File: config.mk
export PLATFORM = sky130hd
export DESIGN_NAME = can_remote_frame_burst_responder_unit
export DESIGN_NICKNAME = d
export VERILOG_FILES = /design/src/sv/crfbr_pkg.sv /design/src/sv/can_remote_frame_burst_responder_unit.sv /design/src/sv/crfbr_table.sv /design/src/sv/crfbr_check.sv
export SDC_FILE = /design/constraint.sdc
export NUM_CORES = 1
export LEC_CHECK = 0
export BUFFER_PORTS_ARGS = -buffer_cell sky130_fd_sc_hd__buf_2
export CAP_MARGIN = 10
export CORE_MARGIN = 4
export CORE_UTILIZATION = 62
export CTS_BUF_LIST = sky130_fd_sc_hd__clkbuf_4 sky130_fd_sc_hd__clkbuf_8
export CTS_CLUSTER_DIAMETER = 100
export CTS_CLUSTER_SIZE = 28
export DETAILED_ROUTE_END_ITERATION = 10
export HOLD_SLACK_MARGIN = 0.05
export PLACE_DENSITY = 0.81
export SYNTH_ARGS = -nofsm -noshare
export SYNTH_HDL_FRONTEND = slang
export SYNTH_HIERARCHICAL = 1
export SYNTH_SLANG_ARGS = --single-unit
File: constraint.sdc
create_clock -name clock -period 12.9 [get_ports clock]
set_input_delay 1.29 -clock clock [delete_from_list [all_inputs] [get_ports clock]]
set_output_delay 1.29 -clock clock [all_outputs]
set_load 0.005 [all_outputs]
File: src/sv/crfbr_pkg.sv
package crfbr_pkg;

   localparam int MAX_RESPONSES = 8;
   localparam int MAX_DELAY_MS  = 1000;
   localparam int TRIG_STD_ID   = 1552;
   localparam int TABLE_DEPTH   = 8;
   localparam int MAX_LENGTH    = 8;
   localparam int ALLOW_COUNT   = 5;

   localparam int IDX_W   = 3;
   localparam int IDENT_W = 29;
   localparam int LEN_W   = 4;
   localparam int WAIT_W  = 16;
   localparam int TOTAL_W = 4;
   localparam int OUTID_W = 11;

   // outcome codes
   localparam logic [1:0] OUTCOME_LOAD     = 2'd0;
   localparam logic [1:0] OUTCOME_IGNORED  = 2'd1;
   localparam logic [1:0] OUTCOME_RESPONSE = 2'd2;

   // request kinds
   localparam logic REQ_LOAD  = 1'b0;
   localparam logic REQ_FRAME = 1'b1;

   // csr indexes
   localparam logic [1:0] CSR_ENABLED        = 2'd0;
   localparam logic [1:0] CSR_TRIG_IDENT     = 2'd1;
   localparam logic [1:0] CSR_TRIGGER_LENGTH = 2'd2;
   localparam logic [1:0] CSR_RESPONSE_TOTAL = 2'd3;

   localparam logic [IDENT_W-1:0] ALLOW_LIST [ALLOW_COUNT] = '{
      29'h610, 29'h613, 29'h615, 29'h316, 29'h329
   };

   typedef struct packed {
      logic [IDENT_W-1:0] ident;
      logic [LEN_W-1:0]   length;
      logic [WAIT_W-1:0]  wait_ms;
   } entry_type;

   typedef struct packed {
      logic                   ok;
      logic [ALLOW_COUNT-1:0] seen;
   } check_type;

endpackage

File: src/sv/can_remote_frame_burst_responder_unit.sv
// Load transaction: the ack reaches the response register in the next cycle,
// then ready again once that register is free. Frame transaction: ignored at
// once when a register or frame check fails; otherwise each table entry goes
// through the shared entry checker (ignored if one fails), then one result per
// entry, one per cycle when the sink keeps rsp_tready high.
// Reset (synchronous, active high) clears the table, the registers and the FSM.
module can_remote_frame_burst_responder_unit (
   input  logic        clock,
   input  logic        reset,
   // request stream
   input  logic        req_tvalid,
   output logic        req_tready,
   input  logic [55:0] req_tdata,  // slot, frame_id, frame_dlc, delay_ms, is_extended, is_remote
   input  logic        req_tuser,  // req_type
   // result stream
   output logic        rsp_tvalid,
   input  logic        rsp_tready,
   output logic [39:0] rsp_tdata,  // outcome, out_slot, out_ident, out_length, wait_before_ms
   output logic        rsp_tlast,  // last_of_burst
   // configuration
   input  logic        csr_wen,
   input  logic [1:0]  csr_index,
   input  logic [28:0] csr_wdata
);
   import crfbr_pkg::*;

   localparam logic [1:0] ST_IDLE  = 2'd0;
   localparam logic [1:0] ST_CHECK = 2'd1;
   localparam logic [1:0] ST_EMIT  = 2'd2;

   // request fields
   logic [IDX_W-1:0]   req_slot;
   logic [IDENT_W-1:0] req_frame_id;
   logic [LEN_W-1:0]   req_frame_dlc;
   logic [WAIT_W-1:0]  req_delay_ms;
   logic               req_is_extended;
   logic               req_is_remote;

   assign req_slot        = req_tdata[2:0];
   assign req_frame_id    = req_tdata[31:3];
   assign req_frame_dlc   = req_tdata[35:32];
   assign req_delay_ms    = req_tdata[51:36];
   assign req_is_extended = req_tdata[52];
   assign req_is_remote   = req_tdata[53];

   // config registers
   logic               enabled_ff;
   logic [IDENT_W-1:0] trig_ident_ff;
   logic [LEN_W-1:0]   trigger_length_ff;
   logic [TOTAL_W-1:0] response_total_ff;

   always_ff @(posedge clock) begin
      if (reset) begin
         enabled_ff        <= 1'b0;
         trig_ident_ff     <= '0;
         trigger_length_ff <= '0;
         response_total_ff <= '0;
      end else if (csr_wen) begin
         unique case (csr_index)
            CSR_ENABLED:        enabled_ff        <= csr_wdata[0];
            CSR_TRIG_IDENT:     trig_ident_ff     <= csr_wdata;
            CSR_TRIGGER_LENGTH: trigger_length_ff <= csr_wdata[LEN_W-1:0];
            CSR_RESPONSE_TOTAL: response_total_ff <= csr_wdata[TOTAL_W-1:0];
            default: ;
         endcase
      end
   end

   // sequencer state
   logic [1:0]             state_ff, state_in;
   logic [IDX_W-1:0]       idx_ff, idx_in;
   logic [ALLOW_COUNT-1:0] seen_ff, seen_in;

   // response register
   logic               rsp_valid_ff, rsp_valid_in;
   logic [1:0]         rsp_outcome_ff, rsp_outcome_in;
   logic [IDX_W-1:0]   rsp_slot_ff, rsp_slot_in;
   logic [OUTID_W-1:0] rsp_ident_ff, rsp_ident_in;
   logic [LEN_W-1:0]   rsp_length_ff, rsp_length_in;
   logic [WAIT_W-1:0]  rsp_wait_ff, rsp_wait_in;
   logic               rsp_last_ff, rsp_last_in;

   entry_type  rd_entry;
   entry_type  wr_entry;
   check_type  chk;
   logic       req_accept;
   logic       table_we;
   logic       rsp_free;
   logic       pre_ok;
   logic       idx_is_last;

   assign wr_entry = '{ident: req_frame_id, length: req_frame_dlc, wait_ms: req_delay_ms};

   crfbr_table u_table (
      .clock    (clock),
      .reset    (reset),
      .wr_en    (table_we),
      .wr_addr  (req_slot),
      .wr_entry (wr_entry),
      .rd_addr  (idx_ff),
      .rd_entry (rd_entry)
   );

   // one entry checked per cycle in ST_CHECK
   crfbr_check u_check (
      .entry  (rd_entry),
      .first  (idx_ff == '0),
      .seen   (seen_ff),
      .result (chk)
   );

   assign rsp_free    = !rsp_valid_ff || rsp_tready;
   assign req_tready  = (state_ff == ST_IDLE) && rsp_free;
   assign req_accept  = req_tvalid && req_tready;
   assign table_we    = req_accept && (req_tuser == REQ_LOAD);
   assign idx_is_last = ({1'b0, idx_ff} + TOTAL_W'(1)) == response_total_ff;

   // checks that need no table walk: registers and the frame itself
   assign pre_ok = enabled_ff &&
                   (trig_ident_ff == IDENT_W'(TRIG_STD_ID)) &&
                   (trigger_length_ff <= LEN_W'(MAX_LENGTH)) &&
                   (response_total_ff != '0) &&
                   (response_total_ff <= TOTAL_W'(MAX_RESPONSES)) &&
                   (req_frame_id == trig_ident_ff) &&
                   (req_frame_dlc == trigger_length_ff) &&
                   !req_is_extended && req_is_remote;

   always_comb begin
      state_in       = state_ff;
      idx_in         = idx_ff;
      seen_in        = seen_ff;
      rsp_valid_in   = rsp_valid_ff && !rsp_tready;
      rsp_outcome_in = rsp_outcome_ff;
      rsp_slot_in    = rsp_slot_ff;
      rsp_ident_in   = rsp_ident_ff;
      rsp_length_in  = rsp_length_ff;
      rsp_wait_in    = rsp_wait_ff;
      rsp_last_in    = rsp_last_ff;

      unique case (state_ff)
         ST_IDLE: begin
            if (req_accept) begin
               if (req_tuser == REQ_LOAD) begin
                  rsp_valid_in   = 1'b1;
                  rsp_outcome_in = OUTCOME_LOAD;
                  rsp_slot_in    = '0;
                  rsp_ident_in   = '0;
                  rsp_length_in  = '0;
                  rsp_wait_in    = '0;
                  rsp_last_in    = 1'b1;
               end else if (!pre_ok) begin
                  rsp_valid_in   = 1'b1;
                  rsp_outcome_in = OUTCOME_IGNORED;
                  rsp_slot_in    = '0;
                  rsp_ident_in   = '0;
                  rsp_length_in  = '0;
                  rsp_wait_in    = '0;
                  rsp_last_in    = 1'b1;
               end else begin
                  idx_in   = '0;
                  seen_in  = '0;
                  state_in = ST_CHECK;
               end
            end
         end
         ST_CHECK: begin
            if (!chk.ok) begin
               // wait for room, then report ignored
               if (rsp_free) begin
                  rsp_valid_in   = 1'b1;
                  rsp_outcome_in = OUTCOME_IGNORED;
                  rsp_slot_in    = '0;
                  rsp_ident_in   = '0;
                  rsp_length_in  = '0;
                  rsp_wait_in    = '0;
                  rsp_last_in    = 1'b1;
                  state_in       = ST_IDLE;
               end
            end else if (idx_is_last) begin
               idx_in   = '0;
               state_in = ST_EMIT;
            end else begin
               idx_in  = idx_ff + IDX_W'(1);
               seen_in = chk.seen;
            end
         end
         ST_EMIT: begin
            if (rsp_free) begin
               rsp_valid_in   = 1'b1;
               rsp_outcome_in = OUTCOME_RESPONSE;
               rsp_slot_in    = idx_ff;
               rsp_ident_in   = rd_entry.ident[OUTID_W-1:0];
               rsp_length_in  = rd_entry.length;
               rsp_wait_in    = rd_entry.wait_ms;
               rsp_last_in    = idx_is_last;
               idx_in         = idx_ff + IDX_W'(1);
               if (idx_is_last) begin
                  state_in = ST_IDLE;
               end
            end
         end
         default: state_in = ST_IDLE;
      endcase
   end

   always_ff @(posedge clock) begin
      if (reset) begin
         state_ff     <= ST_IDLE;
         idx_ff       <= '0;
         seen_ff      <= '0;
         rsp_valid_ff <= 1'b0;
      end else begin
         state_ff     <= state_in;
         idx_ff       <= idx_in;
         seen_ff      <= seen_in;
         rsp_valid_ff <= rsp_valid_in;
      end
   end

   always_ff @(posedge clock) begin
      rsp_outcome_ff <= rsp_outcome_in;
      rsp_slot_ff    <= rsp_slot_in;
      rsp_ident_ff   <= rsp_ident_in;
      rsp_length_ff  <= rsp_length_in;
      rsp_wait_ff    <= rsp_wait_in;
      rsp_last_ff    <= rsp_last_in;
   end

   assign rsp_tvalid = rsp_valid_ff;
   assign rsp_tlast  = rsp_last_ff;
   assign rsp_tdata  = {4'b0, rsp_wait_ff, rsp_length_ff, rsp_ident_ff,
                        rsp_slot_ff, rsp_outcome_ff};

endmodule

File: src/sv/crfbr_table.sv
module crfbr_table (
   input  logic                        clock,
   input  logic                        reset,
   input  logic                        wr_en,
   input  logic [crfbr_pkg::IDX_W-1:0] wr_addr,
   input  crfbr_pkg::entry_type        wr_entry,
   input  logic [crfbr_pkg::IDX_W-1:0] rd_addr,
   output crfbr_pkg::entry_type        rd_entry
);
   import crfbr_pkg::*;

   entry_type entries_ff [TABLE_DEPTH];

   always_ff @(posedge clock) begin
      if (reset) begin
         for (int i = 0; i < TABLE_DEPTH; i++) begin
            entries_ff[i] <= '0;
         end
      end else if (wr_en) begin
         entries_ff[wr_addr] <= wr_entry;
      end
   end

   assign rd_entry = entries_ff[rd_addr];

endmodule

File: src/sv/crfbr_check.sv
module crfbr_check (
   input  crfbr_pkg::entry_type                  entry,
   input  logic                                  first,
   input  logic [crfbr_pkg::ALLOW_COUNT-1:0]     seen,
   output crfbr_pkg::check_type                  result
);
   import crfbr_pkg::*;

   logic [ALLOW_COUNT-1:0] hit;
   logic                   head_ok;

   always_comb begin
      for (int k = 0; k < ALLOW_COUNT; k++) begin
         hit[k] = (entry.ident == ALLOW_LIST[k]);
      end
   end

   // entry 0 must carry the trigger id with no delay
   assign head_ok = !first ||
                    ((entry.ident == IDENT_W'(TRIG_STD_ID)) && (entry.wait_ms == '0));

   assign result.ok = (hit != '0) && ((hit & seen) == '0) &&
                      (entry.length <= LEN_W'(MAX_LENGTH)) &&
                      (entry.wait_ms <= WAIT_W'(MAX_DELAY_MS)) && head_ok;
   assign result.seen = seen | hit;

endmodule

==> summary.log, run 1 <==
[cts] clock tree root driver cell sky130_fd_sc_hd__clkbuf_8
[logic_synthesis] Yosys reg bits 478
[job] count of maximum capacitance violations 0
[power] switching power total 599.1 µW
[logic_synthesis] number of enable flip-flop cells after synthesis 429
[timing] clk_skew 47.42 ps
[worst_setup_path] element type at the critical path start register
[power] total leakage power 7.332 nW
[timing] final number of max-transition violations 0
[worst_hold_path] WHS Path Cells 2
[route] Post-DRT Antenna Nets 0
[worst_setup_path] Data required, critical path 13150 ps
[power] Total Power 2.581 mW
[grt] Overall Global Routing Usage 0.2658
[logic_synthesis] area share of the largest cell type after synthesis 0.5924
[power] part of the power in the clock network 0.238
[logic_synthesis] synthesized instance count 1577
[placed_design] setup slack at placement 7040 ps
[final_layout] post-layout instance count excluding filler cells 2083
[timing] setup TNS after final layout 0 ps
[power] pwr/cell area 111.9 mW/mm²
[route] mean routed wirelength per cell 24.59 µm
[logic_synthesis] number of different library cells in the post-synthesis netlist 61
[timing] highest attainable clock frequency 171.0 MHz
[worst_setup_path] Critical Path AT 6100 ps
[grt] antenna violations before repair 0
[run_status] result of the run complete, no violations
[worst_setup_path] Worst Path Class, Setup register to register
[floorplan] standard cell core area 0.03454 mm²
[timing] Relative slew margins 0.2341
[worst_setup_path] Critical Path Sink Type register
[grt] aggregate global routing overflow 0
[timing] final count of negative-setup-slack endpoints 0
[cts] clock sink total 478
[placed_design] Placer Congestion 0.8289
[placed_design] buffers added on ports 129
[route] total via count in the routed design 13650
[cts] clock latency reported for the late side of the worst-skew pair 630 ps
[power] Pint 1.981 mW
[worst_setup_path] Worst Path Max Fanout 47
[placed_design] placed cells 2053
[grt] number of global-route vias before repair 13700
[grt] largest net degree at the start of global routing 109
[cts] number of instances resized during post-cts repair 0
[cts] number of buffers created by CTS 21
[logic_synthesis] primary flip-flop cell chosen by synthesis mapping sky130_fd_sc_hd__edfxtp_1
[final_layout] fillcell total 2449
[cts] CTS tree yes
[timing] ratio of final minimum period to clock period 0.4534
[logic_synthesis] proportion of synthesized chip area in sequential cells 0.6375
[route] detailed router's first-iteration violation count 1686
[power] Worst VDD drop 0.00009610 V
[cts] clk slew on worst S/H paths 160 ps
[final_layout] layout net count 1720
[timing] slew at the pin closest to its max-slew limit 1149 ps
[route] via count normalized by instance count 6.555
[timing] Min Hold Slack 467.6 ps
[cts] Hold Buf Count CTS 0
[route] Detailed Route WL 51220 µm
[floorplan] number of cell rows 68
[logic_synthesis] Synth area leader sky130_fd_sc_hd__edfxtp_1
[timing] unrepaired setup endpoints after global routing no
[route] number of remaining DRC errors 0
[floorplan] Ports 136
[route] 1st-pass router iterations 6
[logic_synthesis] total of warnings raised by yosys 6
[power] share of total power in combinational logic 0.078
[final_layout] fraction of layout instances using a drive strength above 1 0.2250
[logic_synthesis] post-synthesis instance area 0.02175 mm²
[cts] Post-CTS Setup Inserts 0
[floorplan] effective utilization at floorplan 0.6295
[final_layout] Area Overhead vs Synth 6.024%
[placed_design] DP HPWL 30160 µm
[floorplan] horizontal extent of the die 195.3 µm
[cts] number of buffers between clock root and the deepest sink 3
[timing] Final Hold Fails 0
[cts] CTS HTree Levels 1
[worst_hold_path] hold crit path type register to register
[floorplan] total die area 0.03813 mm²
[logic_synthesis] most area-consuming cells after synthesis sky130_fd_sc_hd__edfxtp_1 59%, sky130_fd_sc_hd__mux4_2 10%, sky130_fd_sc_hd__nor3_1 9.2%
[timing] final setup slack of the worst path 7051 ps
[logic_synthesis] asr flop ratio synth 0
[logic_synthesis] average footprint of a synthesized cell 13.79 µm²
[power] switching portion of total power 0.2322
[worst_setup_path] number of cells on the worst reg-to-reg path 13
[grt] wire length of the first global-routing pass 79110 µm
[power] share of power burned in registers 0.684
[timing] Min Clock Period, post-route 5849 ps
[floorplan] Die Y-Extent 195.3 µm
## per-stage QoR
step / utilization / cell area [µm²]
6_report: 0.6675 / 23060
5_1_grt: 0.6674 / 23050
4_1_cts: 0.6674 / 23050
3_5_place_dp: 0.6567 / 22680
3_3_place_gp: 0.6567 / 22680
2_1_floorplan: - / 21760
## path summary, 6_finish.rpt
| path | slack, ps | start | end |
|---|---|---|---|
| worst max-delay path | 7050 | idx_ff[0] | rsp_wait_ff[0] |
| worst min-delay path | 470 | trig_ident_ff[27] | trig_ident_ff[27] |
| worst max register to register | 7050 | idx_ff[0] | rsp_wait_ff[0] |
| worst min register to register | 470 | trig_ident_ff[27] | trig_ident_ff[27] |
## per-layer routing
metal / vias to the layer above / track usage / share of wire
met5: - / 0 / 0
met4: 0 / 0.04939 / 0.018
met3: 68 / 0.04710 / 0.098
met2: 699 / 0.4378 / 0.49
met1: 6785 / 0.3846 / 0.40
li1: 6102 / - / -
## flip-flops by register name, indices dropped and copies added (netlist names), 2 cells and up
register,count
state_ff,2
rsp_length_ff,4
trigger_length_ff,4
rsp_ident_ff,11
idx_ff,3
rsp_outcome_ff,2
rsp_slot_ff,3
seen_ff,5
trig_ident_ff,29
u_table/entries_ff,392
response_total_ff,4
rsp_wait_ff,16
## area by class of cell
class                   count  area, µm²  share of cell area
repair buffers            156      848.3             0.03679
clock inverters             2      36.28            0.001574
clock buffers              27      334.1             0.01449
multi-input cells         905       7172              0.3111
well taps                 455      569.3             0.02469
inverters                  59      221.5            0.009605
diodes                      1      2.502           0.0001085
flip-flops and latches    478      13870              0.6017
## cell usage in the layout (no fill, tap or decap), types with 29 or more instances in the layout
| cell type | synthesis | layout |
|---|---|---|
| sky130_fd_sc_hd__a21oi_1 | 35 | 34 |
| sky130_fd_sc_hd__and2_1 | 36 | 36 |
| sky130_fd_sc_hd__buf_2 | 32 | 129 |
| sky130_fd_sc_hd__clkinv_1 | 49 | 49 |
| sky130_fd_sc_hd__dfxtp_1 | 49 | 46 |
| sky130_fd_sc_hd__edfxtp_1 | 429 | 429 |
| sky130_fd_sc_hd__mux2_2 | 55 | 55 |
| sky130_fd_sc_hd__mux4_2 | 98 | 98 |
| sky130_fd_sc_hd__nand2_1 | 75 | 74 |
| sky130_fd_sc_hd__nor3_1 | 400 | 400 |
| sky130_fd_sc_hd__xnor2_1 | 29 | 29 |
## cells by family (layout without fill, tap and decap cells)
family,after synthesis,count (layout),share of synthesized area
xor gates and xnor gates,32,32,0.01289
muxes,166,166,0.1362
and+or+nand+nor,611,611,0.1448
buffers and inverters,197,244,0.03913
other,1,5,0.0001724
adders and majority gates,6,6,0.003452
DFF,478,478,0.6375
AOI/OAI and AO/OA,86,86,0.02583
## cells in the mapped netlist, types with 6 or more instances
cell type                  count
sky130_fd_sc_hd__mux2_2       55
sky130_fd_sc_hd__nor4_1       10
sky130_fd_sc_hd__ha_1          6
sky130_fd_sc_hd__mux4_2       98
sky130_fd_sc_hd__nand3_1      10
sky130_fd_sc_hd__xnor2_1      29
sky130_fd_sc_hd__nor3_1      400
sky130_fd_sc_hd__nand2b_1      9
sky130_fd_sc_hd__a21o_1       12
sky130_fd_sc_hd__a21oi_1      35
sky130_fd_sc_hd__buf_1         6
sky130_fd_sc_hd__mux2i_1      12
sky130_fd_sc_hd__inv_1        10
sky130_fd_sc_hd__and2_1       36
sky130_fd_sc_hd__a31oi_1       7
sky130_fd_sc_hd__nand4_1      16
sky130_fd_sc_hd__nand2_1      75
sky130_fd_sc_hd__nor2_1       20
sky130_fd_sc_hd__clkinv_1     49
sky130_fd_sc_hd__buf_2        32
sky130_fd_sc_hd__nor2b_1       8
sky130_fd_sc_hd__edfxtp_1    429
sky130_fd_sc_hd__clkbuf_1     92
sky130_fd_sc_hd__dfxtp_1      49
sky130_fd_sc_hd__o21bai_1      8
## worst max-delay path, cell delays in order, from the launching register on
cell and delay, ps:
sky130_fd_sc_hd__dfxtp_4 1010, sky130_fd_sc_hd__buf_4 590, sky130_fd_sc_hd__mux4_2 580, sky130_fd_sc_hd__mux2_2 290, sky130_fd_sc_hd__nor4_2 390, sky130_fd_sc_hd__nand4_1 350
sky130_fd_sc_hd__or4b_4 630, sky130_fd_sc_hd__nor2_1 200, sky130_fd_sc_hd__a2111oi_2 100, sky130_fd_sc_hd__buf_4 190, sky130_fd_sc_hd__o21ai_0 170, sky130_fd_sc_hd__nand2_1 110
sky130_fd_sc_hd__a21oi_4 300, sky130_fd_sc_hd__buf_4 470
## power groups by stage
stage | Combinational, mW | Sequential (mW) | Clock [mW]
2_1_floorplan | 0.116 | 1.80 | 0
3_3_place_gp | 0.195 | 1.80 | 0
6_report | 0.200 | 1.77 | 0.615
4_1_cts | 0.199 | 1.77 | 0.621
3_5_place_dp | 0.198 | 1.80 | 0
5_1_grt | 0.214 | 1.77 | 0.677
No activity file was read; power rests on OpenSTA's default activity.
==> run 2, diff against run 1 <==
--- a/config.mk
+++ b/config.mk
@@ -8,13 +8,13 @@
 export BUFFER_PORTS_ARGS = -buffer_cell sky130_fd_sc_hd__buf_2
 export CAP_MARGIN = 10
 export CORE_MARGIN = 4
-export CORE_UTILIZATION = 62
+export CORE_UTILIZATION = 57
 export CTS_BUF_LIST = sky130_fd_sc_hd__clkbuf_4 sky130_fd_sc_hd__clkbuf_8
 export CTS_CLUSTER_DIAMETER = 100
 export CTS_CLUSTER_SIZE = 28
 export DETAILED_ROUTE_END_ITERATION = 10
 export HOLD_SLACK_MARGIN = 0.05
-export PLACE_DENSITY = 0.81
+export PLACE_DENSITY = 0.79
 export SYNTH_ARGS = -nofsm -noshare
 export SYNTH_HDL_FRONTEND = slang
 export SYNTH_HIERARCHICAL = 1
==> constraint.sdc (replaced) <==
create_clock -name clock -period 4.8 [get_ports clock]
set_input_delay 0.48 -clock clock [delete_from_list [all_inputs] [get_ports clock]]
set_output_delay 0.48 -clock clock [all_outputs]
set_load 0.005 [all_outputs]
==> summary.log, run 2 (same netlist as run 1, synthesis figures left out) <==
[route] 1st-pass router iterations 6 [unchanged]
[worst_setup_path] CP Cell Sequence buf_4 > mux4_2 > mux2_2 > nor4_2 > nand4_1 > or4b_4 > a2bb2oi_1 > a2111oi_2 > buf_4 > nor2b_1 > a2111o_1 > mux2_4
[final_layout] Regs by FF count u_table/entries_ff: 392 flops, trig_ident_ff: 29 flops, rsp_wait_ff: 16 flops
[worst_setup_path] FF-to-FF End idx_ff[0]
[power] part of the power in the clock network 0.245 [+0.007]
[grt] antenna violations before repair 0 [unchanged]
[floorplan] number of cell rows 71 [+4.4%]
[final_layout] Largest register FFs 392 [unchanged]
[final_layout] number of antenna repair diodes 0 [-1]
[cts] CTS HTree Levels 1 [unchanged]
[route] mean routed wirelength per cell 24.68 µm [+0.37%]
[worst_setup_path] R2R Setup Slk 200 ps [-6850 ps]
[timing] final number of max-transition violations 0 [unchanged]
[cts] clock sink total 478 [unchanged]
[worst_hold_path] WHS Path Cells 3 [+1]
[worst_setup_path] Most common cell on crit path sky130_fd_sc_hd__buf_4
[floorplan] Die Y-Extent 203.3 µm [+4.1%]
[final_layout] layout net count 1733 [+0.76%]
[final_layout] top register by number of flip-flops u_table/entries_ff
[worst_setup_path] Bufs and invs on worst path 2 [-1]
[worst_hold_path] Worst Hold Path EP trig_ident_ff[11]
[timing] clk_skew 37.93 ps [-9.490 ps]
[worst_setup_path] Critical Path Sink Type register
[worst_setup_path] Critical Path Slowest Stage Cell sky130_fd_sc_hd__or4b_4
[timing] Relative slew margins 0.2351 [+0.001005]
[run_status] result of the run complete, no violations
[power] Total Power 7.030 mW [+170%]
[floorplan] Ports 136 [unchanged]
[worst_setup_path] number of cells on the worst reg-to-reg path 12 [-1]
[worst_setup_path] count of cell instances traversed by the critical path 12 [-1]
[timing] Min Hold Slack 73.62 ps [-394.0 ps]
[power] total leakage power 7.496 nW [+2.2%]
[timing] final count of negative-setup-slack endpoints 0 [unchanged]
[placed_design] DP HPWL 31890 µm [+5.7%]
[worst_setup_path] Reg-to-Reg Start idx_ff[0]
[final_layout] Register Area 0.01387 mm² [unchanged]
[power] switching portion of total power 0.2324 [+0.0002675]
[worst_hold_path] hold crit path type input pin to register
[worst_setup_path] largest stage delay on the critical path 590 ps [-420 ps]
[worst_setup_path] Data required, critical path 5310 ps [-7840 ps]
[timing] ratio of final minimum period to clock period 0.9585 [+0.5051]
[final_layout] fillcell total 2828 [+15%]
[worst_setup_path] element type at the critical path start register
[placed_design] Placer Congestion 0.9077 [+9.5%]
[cts] clk slew on worst S/H paths 170 ps [about the same]
[timing] Min Clock Period, post-route 4601 ps [-1248 ps]
[floorplan] total die area 0.04134 mm² [+8.4%]
[route] detailed router's first-iteration violation count 1538 [-8.8%]
[floorplan] standard cell core area 0.03767 mm² [+9.0%]
[final_layout] final cell utilization of the core 0.6223 [-0.04511]
[timing] highest attainable clock frequency 217.4 MHz [+27%]
[worst_setup_path] cell family contributing the most delay on the critical path multiplexers
[grt] aggregate global routing overflow 0 [unchanged]
[grt] Overall Global Routing Usage 0.2539 [-0.01192]
[grt] largest net degree at the start of global routing 145 [+33%]
[route] total via count in the routed design 13990 [+2.4%]
[floorplan] horizontal extent of the die 203.3 µm [+4.1%]
[placed_design] total cell area at the placement stage 0.02303 mm² [+1.5%]
[route] number of remaining DRC errors 0 [unchanged]
[grt] wire length of the first global-routing pass 81520 µm [+3.0%]
[job] count of maximum capacitance violations 0 [unchanged]
[timing] slew at the pin closest to its max-slew limit 1147 ps [-1.507 ps]
[worst_setup_path] Worst Path Max Fanout 15 [-68%]
[power] share of total power in combinational logic 0.080 [+0.002]
[worst_setup_path] Critical Path AT 5110 ps [-990 ps]
[route] via count normalized by instance count 6.478 [-1.2%]
[power] Worst VDD drop 0.0002629 V [+170%]
[cts] Post-CTS Setup Inserts 0 [unchanged]
[timing] unrepaired setup endpoints after global routing no
[power] pwr/cell area 299.9 mW/mm² [+170%]
[final_layout] fraction of layout instances using a drive strength above 1 0.2342 [+0.009269]
[final_layout] final instance area 0.02344 mm² [+1.7%]
[cts] Hold Buf Count CTS 0 [unchanged]
[power] share of power burned in registers 0.675 [-0.009]
[floorplan] effective utilization at floorplan 0.5773 [-0.05220]
[cts] number of instances resized during post-cts repair 0 [unchanged]
[cts] number of buffers created by CTS 21 [unchanged]
[final_layout] multi-input combinational cell area 0.007172 mm² [unchanged]
[worst_setup_path] Worst Path Class, Setup register to register
[cts] clock latency reported for the late side of the worst-skew pair 620 ps [about the same]
[cts] number of buffers between clock root and the deepest sink 3 [unchanged]
[cts] CTS tree yes
[final_layout] commonest non-fill, non-tap cells in the layout 429 x sky130_fd_sc_hd__edfxtp_1, 400 x sky130_fd_sc_hd__nor3_1, 129 x sky130_fd_sc_hd__buf_2
[placed_design] buffers added on ports 129 [unchanged]
[timing] setup TNS after final layout 0 ps [unchanged]
[route] Detailed Route WL 53290 µm [+4.0%]
[final_layout] Area Overhead vs Synth 7.796%
[route] Post-DRT Antenna Nets 0 [unchanged]
[grt] number of global-route vias before repair 13770 [+0.53%]
[worst_hold_path] startpoint of the tightest hold check path csr_wdata[11]
[power] switching power total 1.634 mW [+170%]
[timing] Final Hold Fails 0 [unchanged]
[power] Pint 5.396 mW [+170%]
[final_layout] leading cell type in the layout, fill and taps excluded sky130_fd_sc_hd__edfxtp_1
[cts] clock tree root driver cell sky130_fd_sc_hd__clkbuf_8
[run 2: cell count changes in the layout (fill, tap and decap cells not counted), sizes merged]
cell    before  now
buf        156  169
clkbuf      27   34
diode        1    0
inv         11   12
[run 2: cell type report]
| cell class | count | share of cell area |
|---|---|---|
| Clock inverter | 3 | 0.001228 |
| Multi-Input combinational cell | 905 | 0.3060 |
| Sequential cell | 478 | 0.5918 |
| Tap cell | 511 | 0.02728 |
| Inverter | 59 | 0.009448 |
| Clock buffer | 34 | 0.01649 |
| Timing Repair Buffer | 169 | 0.04783 |
[run 2: per-stage QoR]
| stage | instances | setup slack [ps] |
|---|---|---|
| after floorplan | 1580 | -108.9 |
| after global placement | 2122 | 261.6 |
| after detailed placement | 2122 | 242.2 |
| after CTS | 2159 | 195.6 |
| after global routing | 2159 | 26.72 |
| final | 2159 | 199.3 |
[run 2: per-layer routing]
layer | vias up | wire length (µm) | track usage
met2 | 810 | 25770 | 0.4094
met4 | 0 | 1026 | 0.05348
met1 | 6984 | 20860 | 0.3747
li1 | 6122 | - | -
met3 | 70 | 5627 | 0.04087
met5 | - | 0 | 0
[run 2: power by group through the flow]
stage / registers [mW] / logic [mW] / clock network (mW)
after global routing: 4.76 / 0.596 / 1.89
after CTS: 4.74 / 0.559 / 1.73
after global placement: 4.83 / 0.548 / 0
after floorplan: 4.83 / 0.312 / 0
final: 4.74 / 0.563 / 1.72
after detailed placement: 4.84 / 0.557 / 0
[run 2: worst max-delay path by stage]
stage / start / to
2_1_floorplan: state_ff[0] / u_table/entries_ff[0][0]
3_3_place_gp: idx_ff[0] / idx_ff[0]
3_5_place_dp: idx_ff[0] / idx_ff[0]
4_1_cts: idx_ff[0] / idx_ff[0]
5_1_grt: idx_ff[0] / idx_ff[0]
6_report: idx_ff[0] / idx_ff[0]
[run 2: tightest hold or removal path, delay by kind of cell]
family	cells	cell delay, ps
buffers and inverters	1	90
AND/OR/NAND/NOR	1	50
AO/OA/AOI/OAI	1	50
